--- config.mk ---
export PLATFORM = sky130hd
export DESIGN_NAME = layered_keymap_event_translator
export DESIGN_NICKNAME = d
export VERILOG_FILES = /design/src/design/lket_pkg.sv /design/src/design/lket_store.sv /design/src/design/lket_decode.sv /design/src/design/layered_keymap_event_translator.sv
export SDC_FILE = /design/constraint.sdc
export NUM_CORES = 1
export LEC_CHECK = 0
export ABC_AREA = 1
export BUFFER_PORTS_ARGS = -buffer_cell sky130_fd_sc_hd__buf_2
export CAP_MARGIN = 20
export CORE_MARGIN = 5
export CORE_UTILIZATION = 44
export DETAILED_ROUTE_END_ITERATION = 10
export PLACE_DENSITY = 0.65
export SYNTH_ARGS = -nofsm -noshare
export SYNTH_HDL_FRONTEND = slang
export SYNTH_SLANG_ARGS = --single-unit
--- constraint.sdc ---
create_clock -name i_clk -period 4.35 [get_ports i_clk]
set_clock_uncertainty 0.15 [all_clocks]
set_input_delay 0 -clock i_clk [delete_from_list [all_inputs] [get_ports i_clk]]
set_output_delay 0 -clock i_clk [all_outputs]
set_load 0.1 [all_outputs]
--- src/design/lket_pkg.sv ---
// types, codes and keymap layer tables for the layered keymap event translator
// used by lket_store, lket_decode and layered_keymap_event_translator
package lket_pkg;

    localparam int IDX_W  = 6;
    localparam int CODE_W = 9;
    localparam int KIND_W = 3;
    localparam int MODS_W = 3;
    localparam int TAB_N  = 64;

    // fifo event types
    localparam logic [1:0] EV_NONE    = 2'd0;
    localparam logic [1:0] EV_PRESS   = 2'd1;
    localparam logic [1:0] EV_HOLD    = 2'd2;
    localparam logic [1:0] EV_RELEASE = 2'd3;

    // result kinds
    localparam logic [KIND_W-1:0] KIND_EMPTY   = 3'd0;
    localparam logic [KIND_W-1:0] KIND_KEY     = 3'd1;
    localparam logic [KIND_W-1:0] KIND_CTRL    = 3'd2;
    localparam logic [KIND_W-1:0] KIND_MOD     = 3'd3;
    localparam logic [KIND_W-1:0] KIND_HOLD    = 3'd4;
    localparam logic [KIND_W-1:0] KIND_INVALID = 3'd5;

    // special key indices
    localparam logic [IDX_W-1:0] KEY_SHIFT_L = 6'd25;
    localparam logic [IDX_W-1:0] KEY_SHIFT_R = 6'd41;
    localparam logic [IDX_W-1:0] KEY_ALT     = 6'd30;
    localparam logic [IDX_W-1:0] KEY_FN      = 6'd37;
    localparam logic [IDX_W-1:0] KEY_CTRL    = 6'd33;

    localparam logic [CODE_W-1:0] CODE_LEFTCTRL = 9'd29;

    // modifier status bits
    localparam int MOD_SHIFT = 0;
    localparam int MOD_FN    = 2;

    typedef struct packed {
        logic [7:0]        fifo_byte;
        logic [MODS_W-1:0] modifier_status;
    } t_in_item;

    typedef struct packed {
        logic [KIND_W-1:0] event_kind;
        logic [CODE_W-1:0] key_code;
        logic              key_pressed;
        logic [IDX_W-1:0]  scan_index;
    } t_out_item;

    // record update toward the pressed-code store
    typedef struct packed {
        logic              set;
        logic              clr;
        logic [IDX_W-1:0]  idx;
        logic [CODE_W-1:0] code;
    } t_store_wr;

    typedef logic [CODE_W-1:0] t_code_tab [TAB_N];

    localparam t_code_tab LAYER_NORMAL = '{
        9'd5,   9'd6,   9'd8,   9'd7,   9'd9,   9'd10,  9'd11,
        9'd19,  9'd20,  9'd22,  9'd21,  9'd23,  9'd24,  9'd25,
        9'd33,  9'd34,  9'd51,  9'd35,  9'd52,  9'd38,  9'd28,
        9'd4,   9'd18,  9'd46,  9'd32,  9'd42,  9'd50,  9'd57,
        9'd3,   9'd1,   9'd56,  9'd15,  9'd47,  9'd29,  9'd14,
        9'd2,   9'd16,  9'd464, 9'd44,  9'd48,  9'd49,  9'd54,
        9'd17,  9'd30,  9'd31,  9'd45,  9'd36,  9'd37,  9'd272, 9'd108,
        9'd103, 9'd106, 9'd105,
        9'd0, 9'd0, 9'd0, 9'd0, 9'd0, 9'd0, 9'd0, 9'd0, 9'd0, 9'd0, 9'd0
    };

    localparam t_code_tab LAYER_SHIFT = '{
        9'd5,   9'd6,   9'd8,   9'd7,   9'd9,   9'd10,  9'd11,
        9'd19,  9'd20,  9'd22,  9'd21,  9'd23,  9'd24,  9'd25,
        9'd33,  9'd34,  9'd51,  9'd35,  9'd52,  9'd38,  9'd28,
        9'd4,   9'd18,  9'd46,  9'd32,  9'd42,  9'd50,  9'd57,
        9'd3,   9'd1,   9'd56,  9'd15,  9'd47,  9'd29,  9'd14,
        9'd2,   9'd16,  9'd464, 9'd44,  9'd48,  9'd49,  9'd54,
        9'd17,  9'd30,  9'd31,  9'd45,  9'd36,  9'd37,  9'd273, 9'd108,
        9'd103, 9'd106, 9'd105,
        9'd0, 9'd0, 9'd0, 9'd0, 9'd0, 9'd0, 9'd0, 9'd0, 9'd0, 9'd0, 9'd0
    };

    localparam t_code_tab LAYER_FN = '{
        9'd62,  9'd63,  9'd65,  9'd64,  9'd66,  9'd67,  9'd68,
        9'd12,  9'd12,  9'd13,  9'd13,  9'd43,  9'd87,  9'd88,
        9'd40,  9'd26,  9'd53,  9'd27,  9'd107, 9'd102, 9'd28,
        9'd61,  9'd41,  9'd39,  9'd39,  9'd42,  9'd53,  9'd57,
        9'd60,  9'd1,   9'd56,  9'd15,  9'd40,  9'd29,  9'd14,
        9'd59,  9'd41,  9'd464, 9'd86,  9'd26,  9'd27,  9'd54,
        9'd103, 9'd105, 9'd106, 9'd108, 9'd30,  9'd48,  9'd274, 9'd108,
        9'd103, 9'd106, 9'd105,
        9'd0, 9'd0, 9'd0, 9'd0, 9'd0, 9'd0, 9'd0, 9'd0, 9'd0, 9'd0, 9'd0
    };

    // fn layer wins over shift
    function automatic logic [CODE_W-1:0] layer_code(
        input logic [IDX_W-1:0]  idx,
        input logic [MODS_W-1:0] mods
    );
        logic [CODE_W-1:0] code;
        if (mods[MOD_FN]) begin
            code = LAYER_FN[idx];
        end else if (mods[MOD_SHIFT]) begin
            code = LAYER_SHIFT[idx];
        end else begin
            code = LAYER_NORMAL[idx];
        end
        return code;
    endfunction

endpackage

--- src/design/lket_store.sv ---
// pressed-code store: one code per key, with per-entry valid bits cleared at reset
// read at item accept, written when the item leaves the input stage; uses lket_pkg
module lket_store #(
    parameter int NUM_KEYS = 53
) (
    input  logic                           i_clk,
    input  logic                           i_rst_n,
    input  logic                           i_rd_en,
    input  logic [lket_pkg::IDX_W-1:0]     i_rd_idx,
    input  logic [lket_pkg::IDX_W-1:0]     i_s1_idx,
    input  lket_pkg::t_store_wr            i_wr,
    output logic [lket_pkg::CODE_W-1:0]    o_rec_code
);

    localparam int AW = $clog2(NUM_KEYS);

    logic [lket_pkg::CODE_W-1:0] r_mem [NUM_KEYS];
    logic [NUM_KEYS-1:0]         r_valid;
    logic [lket_pkg::CODE_W-1:0] r_rd_data;
    logic [lket_pkg::CODE_W-1:0] r_fwd_data;
    logic                        r_fwd;

    logic rd_in_range;
    logic s1_in_range;
    logic s1_valid;
    logic wr_hit;

    assign rd_in_range = {1'b0, i_rd_idx} < (lket_pkg::IDX_W + 1)'(NUM_KEYS);
    assign s1_in_range = {1'b0, i_s1_idx} < (lket_pkg::IDX_W + 1)'(NUM_KEYS);
    // a write landing on the same edge as the read would be missed by the memory
    assign wr_hit = i_wr.set && (i_wr.idx == i_rd_idx);

    always_ff @(posedge i_clk) begin
        if (i_wr.set) begin
            r_mem[i_wr.idx[AW-1:0]] <= i_wr.code;
        end
        if (i_rd_en && rd_in_range) begin
            r_rd_data <= r_mem[i_rd_idx[AW-1:0]];
        end
        if (i_rd_en && wr_hit) begin
            r_fwd_data <= i_wr.code;
        end
    end

    always_ff @(posedge i_clk) begin
        if (!i_rst_n) begin
            r_valid <= '0;
            r_fwd   <= 1'b0;
        end else begin
            if (i_wr.set) begin
                r_valid[i_wr.idx[AW-1:0]] <= 1'b1;
            end else if (i_wr.clr) begin
                r_valid[i_wr.idx[AW-1:0]] <= 1'b0;
            end
            if (i_rd_en) begin
                r_fwd <= wr_hit;
            end
        end
    end

    assign s1_valid   = s1_in_range ? r_valid[i_s1_idx[AW-1:0]] : 1'b0;
    assign o_rec_code = !s1_valid ? '0 : (r_fwd ? r_fwd_data : r_rd_data);

endmodule

--- src/design/lket_decode.sv ---
// event decode and layer translation for one registered fifo item
// produces the result item and the store update; uses lket_pkg
module lket_decode #(
    parameter int NUM_KEYS = 53
) (
    input  lket_pkg::t_in_item             i_item,
    input  logic [lket_pkg::CODE_W-1:0]    i_rec_code,
    output lket_pkg::t_out_item            o_res,
    output lket_pkg::t_store_wr            o_wr
);

    logic [1:0]                  ev_type;
    logic [lket_pkg::IDX_W-1:0]  idx;
    logic                        in_range;
    logic                        is_mod;
    logic [lket_pkg::CODE_W-1:0] lay_code;

    assign ev_type  = i_item.fifo_byte[1:0];
    assign idx      = i_item.fifo_byte[7:2];
    assign in_range = {1'b0, idx} < (lket_pkg::IDX_W + 1)'(NUM_KEYS);
    assign is_mod   = (idx == lket_pkg::KEY_SHIFT_L) || (idx == lket_pkg::KEY_SHIFT_R)
                   || (idx == lket_pkg::KEY_ALT) || (idx == lket_pkg::KEY_FN);
    assign lay_code = lket_pkg::layer_code(idx, i_item.modifier_status);

    always_comb begin
        o_res.event_kind  = lket_pkg::KIND_EMPTY;
        o_res.key_code    = '0;
        o_res.key_pressed = 1'b0;
        o_res.scan_index  = idx;
        o_wr.set  = 1'b0;
        o_wr.clr  = 1'b0;
        o_wr.idx  = idx;
        o_wr.code = lay_code;
        case (ev_type)
            lket_pkg::EV_NONE: begin
                o_res.scan_index = '0;
            end
            lket_pkg::EV_HOLD: begin
                o_res.event_kind = lket_pkg::KIND_HOLD;
            end
            default: begin
                o_res.key_pressed = (ev_type == lket_pkg::EV_PRESS);
                if (!in_range) begin
                    o_res.event_kind = lket_pkg::KIND_INVALID;
                end else if (is_mod) begin
                    o_res.event_kind = lket_pkg::KIND_MOD;
                end else if (idx == lket_pkg::KEY_CTRL) begin
                    o_res.event_kind = lket_pkg::KIND_CTRL;
                    o_res.key_code   = lket_pkg::CODE_LEFTCTRL;
                end else begin
                    o_res.event_kind = lket_pkg::KIND_KEY;
                    if (ev_type == lket_pkg::EV_PRESS) begin
                        o_res.key_code = lay_code;
                        o_wr.set       = 1'b1;
                    end else begin
                        // release under the code it was pressed with, if recorded
                        o_res.key_code = (i_rec_code != '0) ? i_rec_code : lay_code;
                        o_wr.clr       = 1'b1;
                    end
                end
            end
        endcase
    end

endmodule

--- src/design/layered_keymap_event_translator.sv ---
// an accepted item is held in the input register; its result is registered in the
// output register when the item advances and is shown on the output from then on
// throughput: one item per cycle; the input stalls only when the result register
// is full and not taken. the store read is registered at accept and forwarded
// from a same-key write on that edge. reset clears the key records at once
// (valid flops, no clearing pass) and empties both stages
module layered_keymap_event_translator #(
    parameter int NUM_KEYS = 53
) (
    input  logic                i_clk,
    input  logic                i_rst_n,
    input  logic                i_in_valid,
    output logic                o_in_ready,
    input  lket_pkg::t_in_item  i_in_data,
    output logic                o_out_valid,
    input  logic                i_out_ready,
    output lket_pkg::t_out_item o_out_data
);

    logic                        r_s1_vld;
    lket_pkg::t_in_item          r_s1;
    logic                        r_out_vld;
    lket_pkg::t_out_item         r_out;

    logic                        adv;
    logic                        accept;
    logic [lket_pkg::CODE_W-1:0] rec_code;
    lket_pkg::t_out_item         res;
    lket_pkg::t_store_wr         wr_raw;
    lket_pkg::t_store_wr         wr;

    assign adv        = r_s1_vld && (!r_out_vld || i_out_ready);
    assign o_in_ready = !r_s1_vld || adv;
    assign accept     = i_in_valid && o_in_ready;

    always_comb begin
        wr     = wr_raw;
        wr.set = wr_raw.set && adv;
        wr.clr = wr_raw.clr && adv;
    end

    lket_store #(
        .NUM_KEYS (NUM_KEYS)
    ) u_store (
        .i_clk      (i_clk),
        .i_rst_n    (i_rst_n),
        .i_rd_en    (accept),
        .i_rd_idx   (i_in_data.fifo_byte[7:2]),
        .i_s1_idx   (r_s1.fifo_byte[7:2]),
        .i_wr       (wr),
        .o_rec_code (rec_code)
    );

    lket_decode #(
        .NUM_KEYS (NUM_KEYS)
    ) u_decode (
        .i_item     (r_s1),
        .i_rec_code (rec_code),
        .o_res      (res),
        .o_wr       (wr_raw)
    );

    always_ff @(posedge i_clk) begin
        if (!i_rst_n) begin
            r_s1_vld  <= 1'b0;
            r_out_vld <= 1'b0;
        end else begin
            if (accept) begin
                r_s1_vld <= 1'b1;
            end else if (adv) begin
                r_s1_vld <= 1'b0;
            end
            if (adv) begin
                r_out_vld <= 1'b1;
            end else if (i_out_ready) begin
                r_out_vld <= 1'b0;
            end
        end
    end

    always_ff @(posedge i_clk) begin
        if (accept) begin
            r_s1 <= i_in_data;
        end
        if (adv) begin
            r_out <= res;
        end
    end

    assign o_out_valid = r_out_vld;
    assign o_out_data  = r_out;

    // a held input stage keeps its item
    a_s1_kept: assert property (@(posedge i_clk) disable iff (!i_rst_n)
        r_s1_vld && !adv |=> r_s1_vld)
        else $error("input stage item lost while stalled");

    // the store is only touched by an item that moves on
    a_wr_adv: assert property (@(posedge i_clk) disable iff (!i_rst_n)
        (wr.set || wr.clr) |-> adv && !(wr.set && wr.clr))
        else $error("store update without advancing item");

    a_empty_zero: assert property (@(posedge i_clk) disable iff (!i_rst_n)
        o_out_valid && (o_out_data.event_kind == lket_pkg::KIND_EMPTY) |->
        (o_out_data.key_code == '0) && !o_out_data.key_pressed
        && (o_out_data.scan_index == '0))
        else $error("empty fifo result carries data");

    a_ctrl_code: assert property (@(posedge i_clk) disable iff (!i_rst_n)
        o_out_valid && (o_out_data.event_kind == lket_pkg::KIND_CTRL) |->
        (o_out_data.key_code == lket_pkg::CODE_LEFTCTRL))
        else $error("ctrl result with wrong code");

    a_hold_quiet: assert property (@(posedge i_clk) disable iff (!i_rst_n)
        o_out_valid && (o_out_data.event_kind == lket_pkg::KIND_HOLD) |->
        (o_out_data.key_code == '0) && !o_out_data.key_pressed)
        else $error("hold result carries a key code");

endmodule
==> results of run 1 <==
stage by stage:
stage | total power (uW) | instance area (sq um)
finish | 12100 | 27900
global route | 12400 | 27900
CTS | 12100 | 27900
detailed placement | 7390 | 26000
global placement | 7380 | 26000
floorplan | 6990 | 24800
power by group:
group / internal, uW / total [uW] / switching, uW / leakage [uW]
combinational: 249 / 1090 / 845 / 0.00349
sequential: 6190 / 6210 / 17.0 / 0.00539
clock: 2750 / 4780 / 2040 / 0.000880
total: 9190 / 12100 / 2900 / 0.00976
state kept, by name, indices dropped and copies added (netlist names), named ones only:
signal	count
o_out_data	19
o_out_valid	1
r_s1	10
r_s1_vld	1
u_store.r_fwd	1
u_store.r_fwd_data	9
u_store.r_mem	477
u_store.r_rd_data	9
cells by family (layout without fill, tap and decap cells):
family,Yosys count,count (layout),synth area share [%]
and+or+nand+nor,681,681,11.9
adders and majority gates,13,13,0.656
buffers and inverters,288,379,4.65
xor gates and xnor gates,1,1,0.0354
AOI/OAI and AO/OA,625,625,14.8
DFF,580,580,68.0
cell type report:
| cell class | instances | area [sq um] |
|---|---|---|
| multi-input cells | 1320 | 6810 |
| well taps | 756 | 946 |
| flip-flops and latches | 580 | 16900 |
| repair buffers | 127 | 955 |
| inverters | 150 | 587 |
| clock inverters | 26 | 264 |
| fillers | 4866 | 28100 |
| clock buffers | 76 | 1530 |
layout by cell type, fill, tap and decap left out, types with 39 or more instances in the layout:
cell and n:
edfxtp_1 524, nor2_1 270, nand2_1 250, o21ai_0 247
a21oi_1 135, inv_1 124, nand3_1 96, o22ai_1 88
buf_4 75, dfxtp_1 56, clkbuf_16 56, o221ai_1 54
o211ai_1 39
worst paths after layout:
path | start | to | slack, ps | depth (start not counted)
min | i_rst_n | u_store.r_fwd$_SDFFE_PN0P_ | 50 | 3
min reg2reg | flip-flop | flip-flop | 330 | 2
max | r_s1[10]$_DFFE_PP_ | u_store.r_mem[50][0]$_DFFE_PP_ | 900 | 14
max reg2reg | r_s1[10]$_DFFE_PP_ | u_store.r_mem[50][0]$_DFFE_PP_ | 900 | 14
worst register-to-register path, stage by stage (launching register included):
cell	delay, ps
edfxtp_1	790
nor2_8	150
clkinv_4	120
nor2_8	60
inv_4	110
nand2_4	50
nand2_2	60
inv_2	40
nor3_4	170
nand3_4	140
nor2_8	180
nand2_8	130
nor2_1	240
nand3_1	230
inv_1	460
per-layer routing:
layer	GRT usage, %	wire, microns
met2	35.9	33200
met3	3.24	6060
met1	32.3	29200
met4	7.28	2240
met5	0	0
==> results.yml, run 1 <==
logic_synthesis:
  yosysMostFrequentCell: "edfxtp_1"
  async_reset_ff_share_pct: 0
  syn_avg_cell_area_sq_um: 11.3
  yosys_warnings: 0
  syn_area_sq_mm: 0.0248
  synth_seq_cells: 580
  yosysTopAreaCell: "edfxtp_1"
  synth-edff-count: 524
  ys_seq_area_share_pct: 68.0
  yosys-top-cells-area: "edfxtp_1, o21ai_0, dfxtp_1"
  yosys-top-cells-count: "edfxtp_1, nor2_1, nand2_1"
  yosysTopAreaCellShare_pct: 63.5
  synth_nets: 2216
  ys_types: 51
  ys.flop_type: "edfxtp_1"
  synth_cells: 2188
route:
  drt_iter0_markers: 2196
  avgViaCountPerCell: 5.92
  drtPass1Iterations: 6
  post_drt_wl_per_cell_microns: 23.3
  via_count: 17953
  wl_mm: 70.7
  drc: 0
  postRouteAntennaNets: 0
clock_tree:
  post_cts_resized: 0
  cts_max_level: 2
  cts_buffers: 55
  ctsHoldBuffers: 16
  tritoncts: "yes"
  clockBufferDepth: 3
  clock_latency_ps: 610
  cts_setup_buffers: 0
  cts_root_buf: "clkbuf_16"
  cts_sinks: 580
  cts.clk_slew.worst_paths_ps: 60
job:
  max_cap_viol_count: 0
timing:
  worst_slack_ps: 898
  slew_violations: 0
  hold_violations: 0
  min_period_ps: 3450
  max_freq_mhz: 290
  setup_viol: 0
  period_share_pct: 79.3
  worst_pin_slew_ps: 1000
  slew_headroom_pct: 33.0
  grt_setup_unrepaired: "no"
  holdWs_ps: 54.3
  tns_ps: 0
critical_path:
  worstPathMaxFanout: 10
  crit_type: "flip-flop to flip-flop"
  cp_common_cell: "nor2_8"
  slowest_delay_ps: 790
  cp-start-kind: "flip-flop"
  critical_path.cell_chain: "nor2_8 -> clkinv_4 -> nor2_8 -> inv_4 -> nand2_4 -> nand2_2 -> inv_2 -> nor3_4 -> nand3_4 -> nor2_8 -> nand2_8 -> nor2_1 -> nand3_1 -> inv_1"
  critPathRequiredTime_ps: 4450
  worstPathBufferInverterCount: 4
  slowest_stage: "edfxtp_1"
  crit_family: "simple AND/OR/NAND/NOR gates"
  cp.arrival_ps: 3550
  end_kind: "flip-flop"
floorplanning:
  die_y_microns: 247
  coreArea_sq_mm: 0.0561
  fp-row-count: 87
  die_x_microns: 247
  fp.dieArea_sq_mm: 0.0612
  start_util_pct: 44.2
  io_pins: 36
global_routing:
  grt_pass1_vias: 17118
  grt_pass1_wl_mm: 106
  antenna_found_initial: 1
  track_usage_pct: 22.6
  grt_max_degree: 105
  overflow: 0
power:
  leakage_uw: 0.00976
  peakVddDrop_mv: 0.289
  powerDensity_mw_per_mm2: 432
final_layout:
  utilization_pct: 49.8
  drive_above_1_share_pct: 10.7
  final_nets: 2262
  stdcell_count: 3035
  areaGrowthSynthToFinish_pct: 12.8
  antenna_cells: 0
place:
  routabilityCongestion: 0.966
  dp.final_hpwl_mm: 43.3
  port_buffers: 34
  post-place-cells: 2917
  post-place-ws_ps: 927
status:
  status: "complete, no violations"
hold_path:
  hp-class: "input port to flip-flop"
(Power assumes the default switching activity.)
==> run 2, diff against run 1 <==
--- a/config.mk
+++ b/config.mk
@@ -11,7 +11,7 @@
 export CORE_MARGIN = 5
 export CORE_UTILIZATION = 44
 export DETAILED_ROUTE_END_ITERATION = 10
-export PLACE_DENSITY = 0.65
+export PLACE_DENSITY = 0.63
 export SYNTH_ARGS = -nofsm -noshare
 export SYNTH_HDL_FRONTEND = slang
 export SYNTH_SLANG_ARGS = --single-unit
==> constraint.sdc (replaced) <==
create_clock -name i_clk -period 3.2 [get_ports i_clk]
set_clock_uncertainty 0.15 [all_clocks]
set_input_delay 0 -clock i_clk [delete_from_list [all_inputs] [get_ports i_clk]]
set_output_delay 0 -clock i_clk [all_outputs]
set_load 0.1 [all_outputs]
==> run 2 against run 1 <==
  * Worst setup slack got worse by 760 ps
  * Non-clock buffer count up 67
  * First-iteration DRC count fell by 19%
  * Sequential share of layout area fell by 2.2 points
  * Design area up 3.7%
  * Count of clock-buffer cells in the layout is 5 lower
  * Maximum frequency grew 13%
  * Sequential power rose by 36%
  * Total power up 36%
  * Critical endpoint is now o_out_data[7]$_SDFFCE_PP0P_
  * Highest routed layer unchanged
==> results.yml, run 2 (synthesis gave the netlist of run 1 again) <==
status:
  status: "complete, no violations"
global_routing:
  overflow: 0
  gr-usage-met2_pct: 37.0
  grt_max_degree: 120
  grtUsageMet1_pct: 32.3
  antenna_found_initial: 0
  grt_pass1_vias: 17558
  grt_pass1_wl_mm: 108
  track_usage_pct: 23.4
  use_met3_pct: 4.29
  grt_busiest_layer: "met2"
power:
  internal_power_uw: 12500
  switching_share_pct: 24.2
  peakVddDrop_mv: 0.388
  seq_power_share_pct: 51.4
  p_switching_uw: 3970
  clockPowerShare_pct: 39.0
  power_frac_comb_pct: 9.6
  leakage_uw: 0.0102
  powerDensity_mw_per_mm2: 567
clock_tree:
  cts_sinks: 580
  cts_max_level: 2
  cts_root_buf: "clkbuf_16"
  clockBufferDepth: 3
  tritoncts: "yes"
  cts_setup_buffers: 0
  cts.clk_slew.worst_paths_ps: 60
  clock_latency_ps: 610
  cts_buffers: 57
place:
  routabilityCongestion: 0.956
  dp.final_hpwl_mm: 45.4
  post-place-ws_ps: 140
  dpl_cell_area_sq_mm: 0.0270
  post-place-cells: 2982
  port_buffers: 34
route:
  postRouteAntennaNets: 0
  avgViaCountPerCell: 5.80
  drtPass1Iterations: 7
  drc: 0
  via_count: 17967
  wl_mm: 72.3
  post_drt_wl_per_cell_microns: 23.3
  drt_iter0_markers: 1783
final_layout:
  final_nets: 2331
  antenna_cells: 0
  stdcell_count: 3100
  drive_above_1_share_pct: 14.3
  largest_register_ffs: 477
  utilization_pct: 51.7
  areaGrowthSynthToFinish_pct: 16.9
  final_cell_mix: "edfxtp_1, nor2_1, nand2_1"
  final_common_cell: "edfxtp_1"
  stdcell_area_sq_mm: 0.0290
timing:
  worst_pin_slew_ps: 1040
  slew_headroom_pct: 30.3
  slew_violations: 0
  period_share_pct: 95.6
  min_period_ps: 3060
  setup_viol: 0
  max_freq_mhz: 327
  hold_violations: 0
  worst_slack_ps: 141
  grt_setup_unrepaired: "no"
critical_path:
  crit_type: "flip-flop to flip-flop"
  cp.arrival_ps: 3270
  critPathRequiredTime_ps: 3420
  worstPathMaxFanout: 14
  cp-start-kind: "flip-flop"
  end_kind: "flip-flop"
floorplanning:
  fp-row-count: 87
  start_util_pct: 44.2
  io_pins: 36
  coreArea_sq_mm: 0.0561
  die_x_microns: 247
  fp.dieArea_sq_mm: 0.0612
  die_y_microns: 247
hold_path:
  hp-class: "input port to flip-flop"
job:
  max_cap_viol_count: 0
## run 2: changes by cell type in the layout (fill, tap and decap cells not counted), sizes merged
cell and change:
buf +65, clkbuf -5, dlygate4sd3 +2, clkinv +2
bufinv -1, inv +2
## run 2: routing by layer
metal | part of all wire [%] | up-vias
li1 | - | 8197
met1 | 41 | 8860
met2 | 47 | 762
met3 | 8.1 | 148
met4 | 4.2 | 0
met5 | 0 | -
## run 2: path summary, 6_finish.rpt
| path | start | slack (ps) | depth (start not counted) | end |
|---|---|---|---|---|
| max | r_s1[6]$_DFFE_PP_ | 140 | 15 | o_out_data[7]$_SDFFCE_PP0P_ |
| min | i_rst_n | 40 | 3 | u_store.r_fwd$_SDFFE_PN0P_ |
| max reg2reg | r_s1[6]$_DFFE_PP_ | 140 | 15 | o_out_data[7]$_SDFFCE_PP0P_ |
| min reg2reg | flip-flop | 330 | 2 | flip-flop |
## run 2: layout make-up
class / instances / area (sq um)
flip-flops and latches: 580 / 16900
inverters: 150 / 587
fillers: 4808 / 27100
multi-input cells: 1320 / 6980
repair buffers: 194 / 1840
well taps: 756 / 946
clock buffers: 71 / 1500
clock inverters: 29 / 265
## run 2: critical path, cell delays in order, from the launching register on
cell,delay [ps]
edfxtp_1,430
buf_12,180
nor2_2,390
nand3_1,160
nand2_1,80
o21ai_0,70
nand2_1,120
nor2_1,80
a21oi_2,280
o21ai_0,190
nand3_2,230
nand2_2,140
nand2_1,100
nand3_1,90
nand2_1,80
inv_1,40
## run 2: power by group through the flow
stage | combinational, uW | clock, uW | sequential (uW)
floorplan | 808 | 0 | 8700
global placement | 1530 | 0 | 8600
detailed placement | 1540 | 0 | 8600
CTS | 1560 | 6530 | 8440
global route | 1690 | 6840 | 8440
finish | 1580 | 6410 | 8440
## run 2: timing repair
item	in CTS	in global routing
gates resized for setup	0	1
hold endpoints to repair	90	0
hold buffers	18	0
endpoints found under the setup margin	0	9
## run 2: stage by stage
stage / hold WS (ps) / TNS [ps] / power, uW
global route: 42.1 / 0 / 17000
finish: 42.7 / 0 / 16400
detailed placement: 28.7 / 0 / 10100
CTS: 10.5 / 0 / 16500
global placement: 26.0 / 0 / 10100
floorplan: -51.1 / -17310 / 9510
==> run 3, diff against run 2 <==
--- a/config.mk
+++ b/config.mk
@@ -11,7 +11,7 @@
 export CORE_MARGIN = 5
 export CORE_UTILIZATION = 44
 export DETAILED_ROUTE_END_ITERATION = 10
-export PLACE_DENSITY = 0.63
+export PLACE_DENSITY = 0.65
 export SYNTH_ARGS = -nofsm -noshare
 export SYNTH_HDL_FRONTEND = slang
 export SYNTH_SLANG_ARGS = --single-unit
==> constraint.sdc (replaced) <==
create_clock -name i_clk -period 2.6 [get_ports i_clk]
set_clock_uncertainty 0.15 [all_clocks]
set_input_delay 0 -clock i_clk [delete_from_list [all_inputs] [get_ports i_clk]]
set_output_delay 0 -clock i_clk [all_outputs]
set_load 0.1 [all_outputs]
==> run 3 against run 2 <==
  * The run now ends with setup timing left
  * Total power increased by 27%
  * Critical endpoint is now u_store.r_mem[20][1]$_DFFE_PP_
  * Wire length grew 10%
  * Count of clock-buffer cells in the layout shrank 3
  * Largest cell class unchanged
  * Register-to-register slack lost 380 ps
==> results.yml, run 3 (synthesis gave the netlist of run 1 again) <==
status:
  status: "complete, but fails checks"
  violations: "setup timing"
timing:
  setup_viol: 845
  period_share_pct: 109
  worst_pin_slew_ps: 776
  slew_headroom_pct: 48.2
  slew_violations: 0
  min_period_ps: 2840
  max_freq_mhz: 352
  hold_violations: 0
  grt_setup_unrepaired: "yes"
  worst_slack_ps: -238
floorplanning:
  die_x_microns: 247
  fp-row-count: 87
  io_pins: 36
  start_util_pct: 44.2
  fp.dieArea_sq_mm: 0.0612
  coreArea_sq_mm: 0.0561
  die_y_microns: 247
power:
  switching_share_pct: 25.1
  clockPowerShare_pct: 37.8
  power_frac_comb_pct: 12.3
  leakage_uw: 0.0113
  seq_power_share_pct: 49.9
  internal_power_uw: 15600
  peakVddDrop_mv: 0.566
  p_switching_uw: 5220
  powerDensity_mw_per_mm2: 657
route:
  wl_mm: 79.7
  via_count: 18997
  drtPass1Iterations: 5
  postRouteAntennaNets: 0
  post_drt_wl_per_cell_microns: 24.4
  drc: 0
  drt_iter0_markers: 2152
  avgViaCountPerCell: 5.81
critical_path:
  critPathRequiredTime_ps: 2770
  cp.arrival_ps: 3000
  slowest_stage: "edfxtp_1"
  cp-start-kind: "flip-flop"
  critical_path.cell_chain: "clkinvlp_4 -> ha_4 -> nand2_2 -> nor2_2 -> inv_2 -> nor2_4 -> nor3_4 -> nand3_4 -> nor2_8 -> nand2_8 -> nor2_4 -> buf_4 -> nand3_4 -> clkinvlp_4"
  slowest_delay_ps: 410
  end_kind: "flip-flop"
  worstPathMaxFanout: 8
  crit_type: "flip-flop to flip-flop"
global_routing:
  grt_max_degree: 77
  antenna_found_initial: 0
  grt_pass1_vias: 18350
  overflow: 0
  track_usage_pct: 24.9
  grt_pass1_wl_mm: 116
place:
  dp.final_hpwl_mm: 49.7
  post-place-ws_ps: -406
  routabilityCongestion: 0.903
  post-place-cells: 3092
  dpl_cell_area_sq_mm: 0.0286
  port_buffers: 34
clock_tree:
  cts_root_buf: "clkbuf_16"
  cts_sinks: 580
  cts_max_level: 2
  clock_latency_ps: 620
  cts.clk_slew.worst_paths_ps: 60
  tritoncts: "yes"
  clockBufferDepth: 3
  cts_buffers: 54
final_layout:
  areaGrowthSynthToFinish_pct: 27.9
  antenna_cells: 0
  utilization_pct: 56.5
  stdcell_count: 3268
  drive_above_1_share_pct: 25.0
  stdcell_area_sq_mm: 0.0317
  final_cell_mix: "edfxtp_1, nor2_1, nand2_1"
  final_common_cell: "edfxtp_1"
  largest_register_ffs: 477
  final_nets: 2495
hold_path:
  hp-class: "input port to flip-flop"
job:
  max_cap_viol_count: 0
-- run 3: changes by cell type in the layout (fill, tap and decap cells not counted), moves of 18 or more --
cell	delta
o21ai_0	-21
nand2_2	+21
nand3_2	+26
nand3_1	-33
inv_1	-32
nand2_1	-23
buf_4	+98
nor3_4	+19
nor3_2	-18
buf_12	+34
inv_4	+23
-- run 3: metal layers --
layer / up-vias / GRT usage [%] / wire, microns
met5: - / 0 / 0
met4: 0 / 8.94 / 3250
met3: 189 / 3.90 / 6090
met2: 876 / 40.6 / 38000
met1: 9370 / 34.3 / 32300
li1: 8562 / - / -
-- run 3: area by class of cell --
cell class | instances | area [sq um]
fillers | 4577 | 24400
flip-flops and latches | 580 | 16900
multi-input cells | 1321 | 7690
repair buffers | 355 | 3750
clock buffers | 68 | 1430
well taps | 756 | 946
inverters | 150 | 698
clock inverters | 33 | 302
repair inverters | 5 | 37.5
-- run 3: final timing paths --
path | endpoint | from | cells past startpoint | slack, ps
max | u_store.r_mem[20][1]$_DFFE_PP_ | r_s1[6]$_DFFE_PP_ | 14 | -240
min | o_out_valid$_SDFFE_PN0P_ | i_out_ready | 5 | 110
max reg2reg | u_store.r_mem[20][1]$_DFFE_PP_ | r_s1[6]$_DFFE_PP_ | 14 | -240
min reg2reg | flip-flop | flip-flop | 2 | 330
-- run 3: timing repair --
item | in CTS | in global routing
gates cloned | 5 | 14
setup endpoints to repair | 865 | 936
buffers inserted | 27 | 13
resized for setup | 90 | 77
hold buffers | 19 | 0
hold endpoints to repair | 75 | 0
pin swaps | 17 | 22
-- run 3: per-stage QoR --
step	TNS (ps)	hold slack [ps]	power, uW
2_1_floorplan	-254330	-51.1	11700
3_3_place_gp	-141930	28.5	12700
3_5_place_dp	-127290	30.3	12800
4_1_cts	-65590	68.2	20600
5_1_grt	-188010	108	21400
6_report	-101170	107	20800
-- run 3: power groups by stage --
stage,combinational (uW),clock [uW],sequential (uW)
floorplan,1030,0,10700
global placement,2160,0,10600
detailed placement,2180,0,10600
CTS,2320,7940,10400
global route,2700,8330,10400
finish,2570,7860,10400
-- run 3: critical path, delay by kind of cell, from the launching register on --
family,cells,cell delay (ps)
buf+inv,4,610
simple gates,9,1170
fa+ha+maj,1,190
flops,1,410
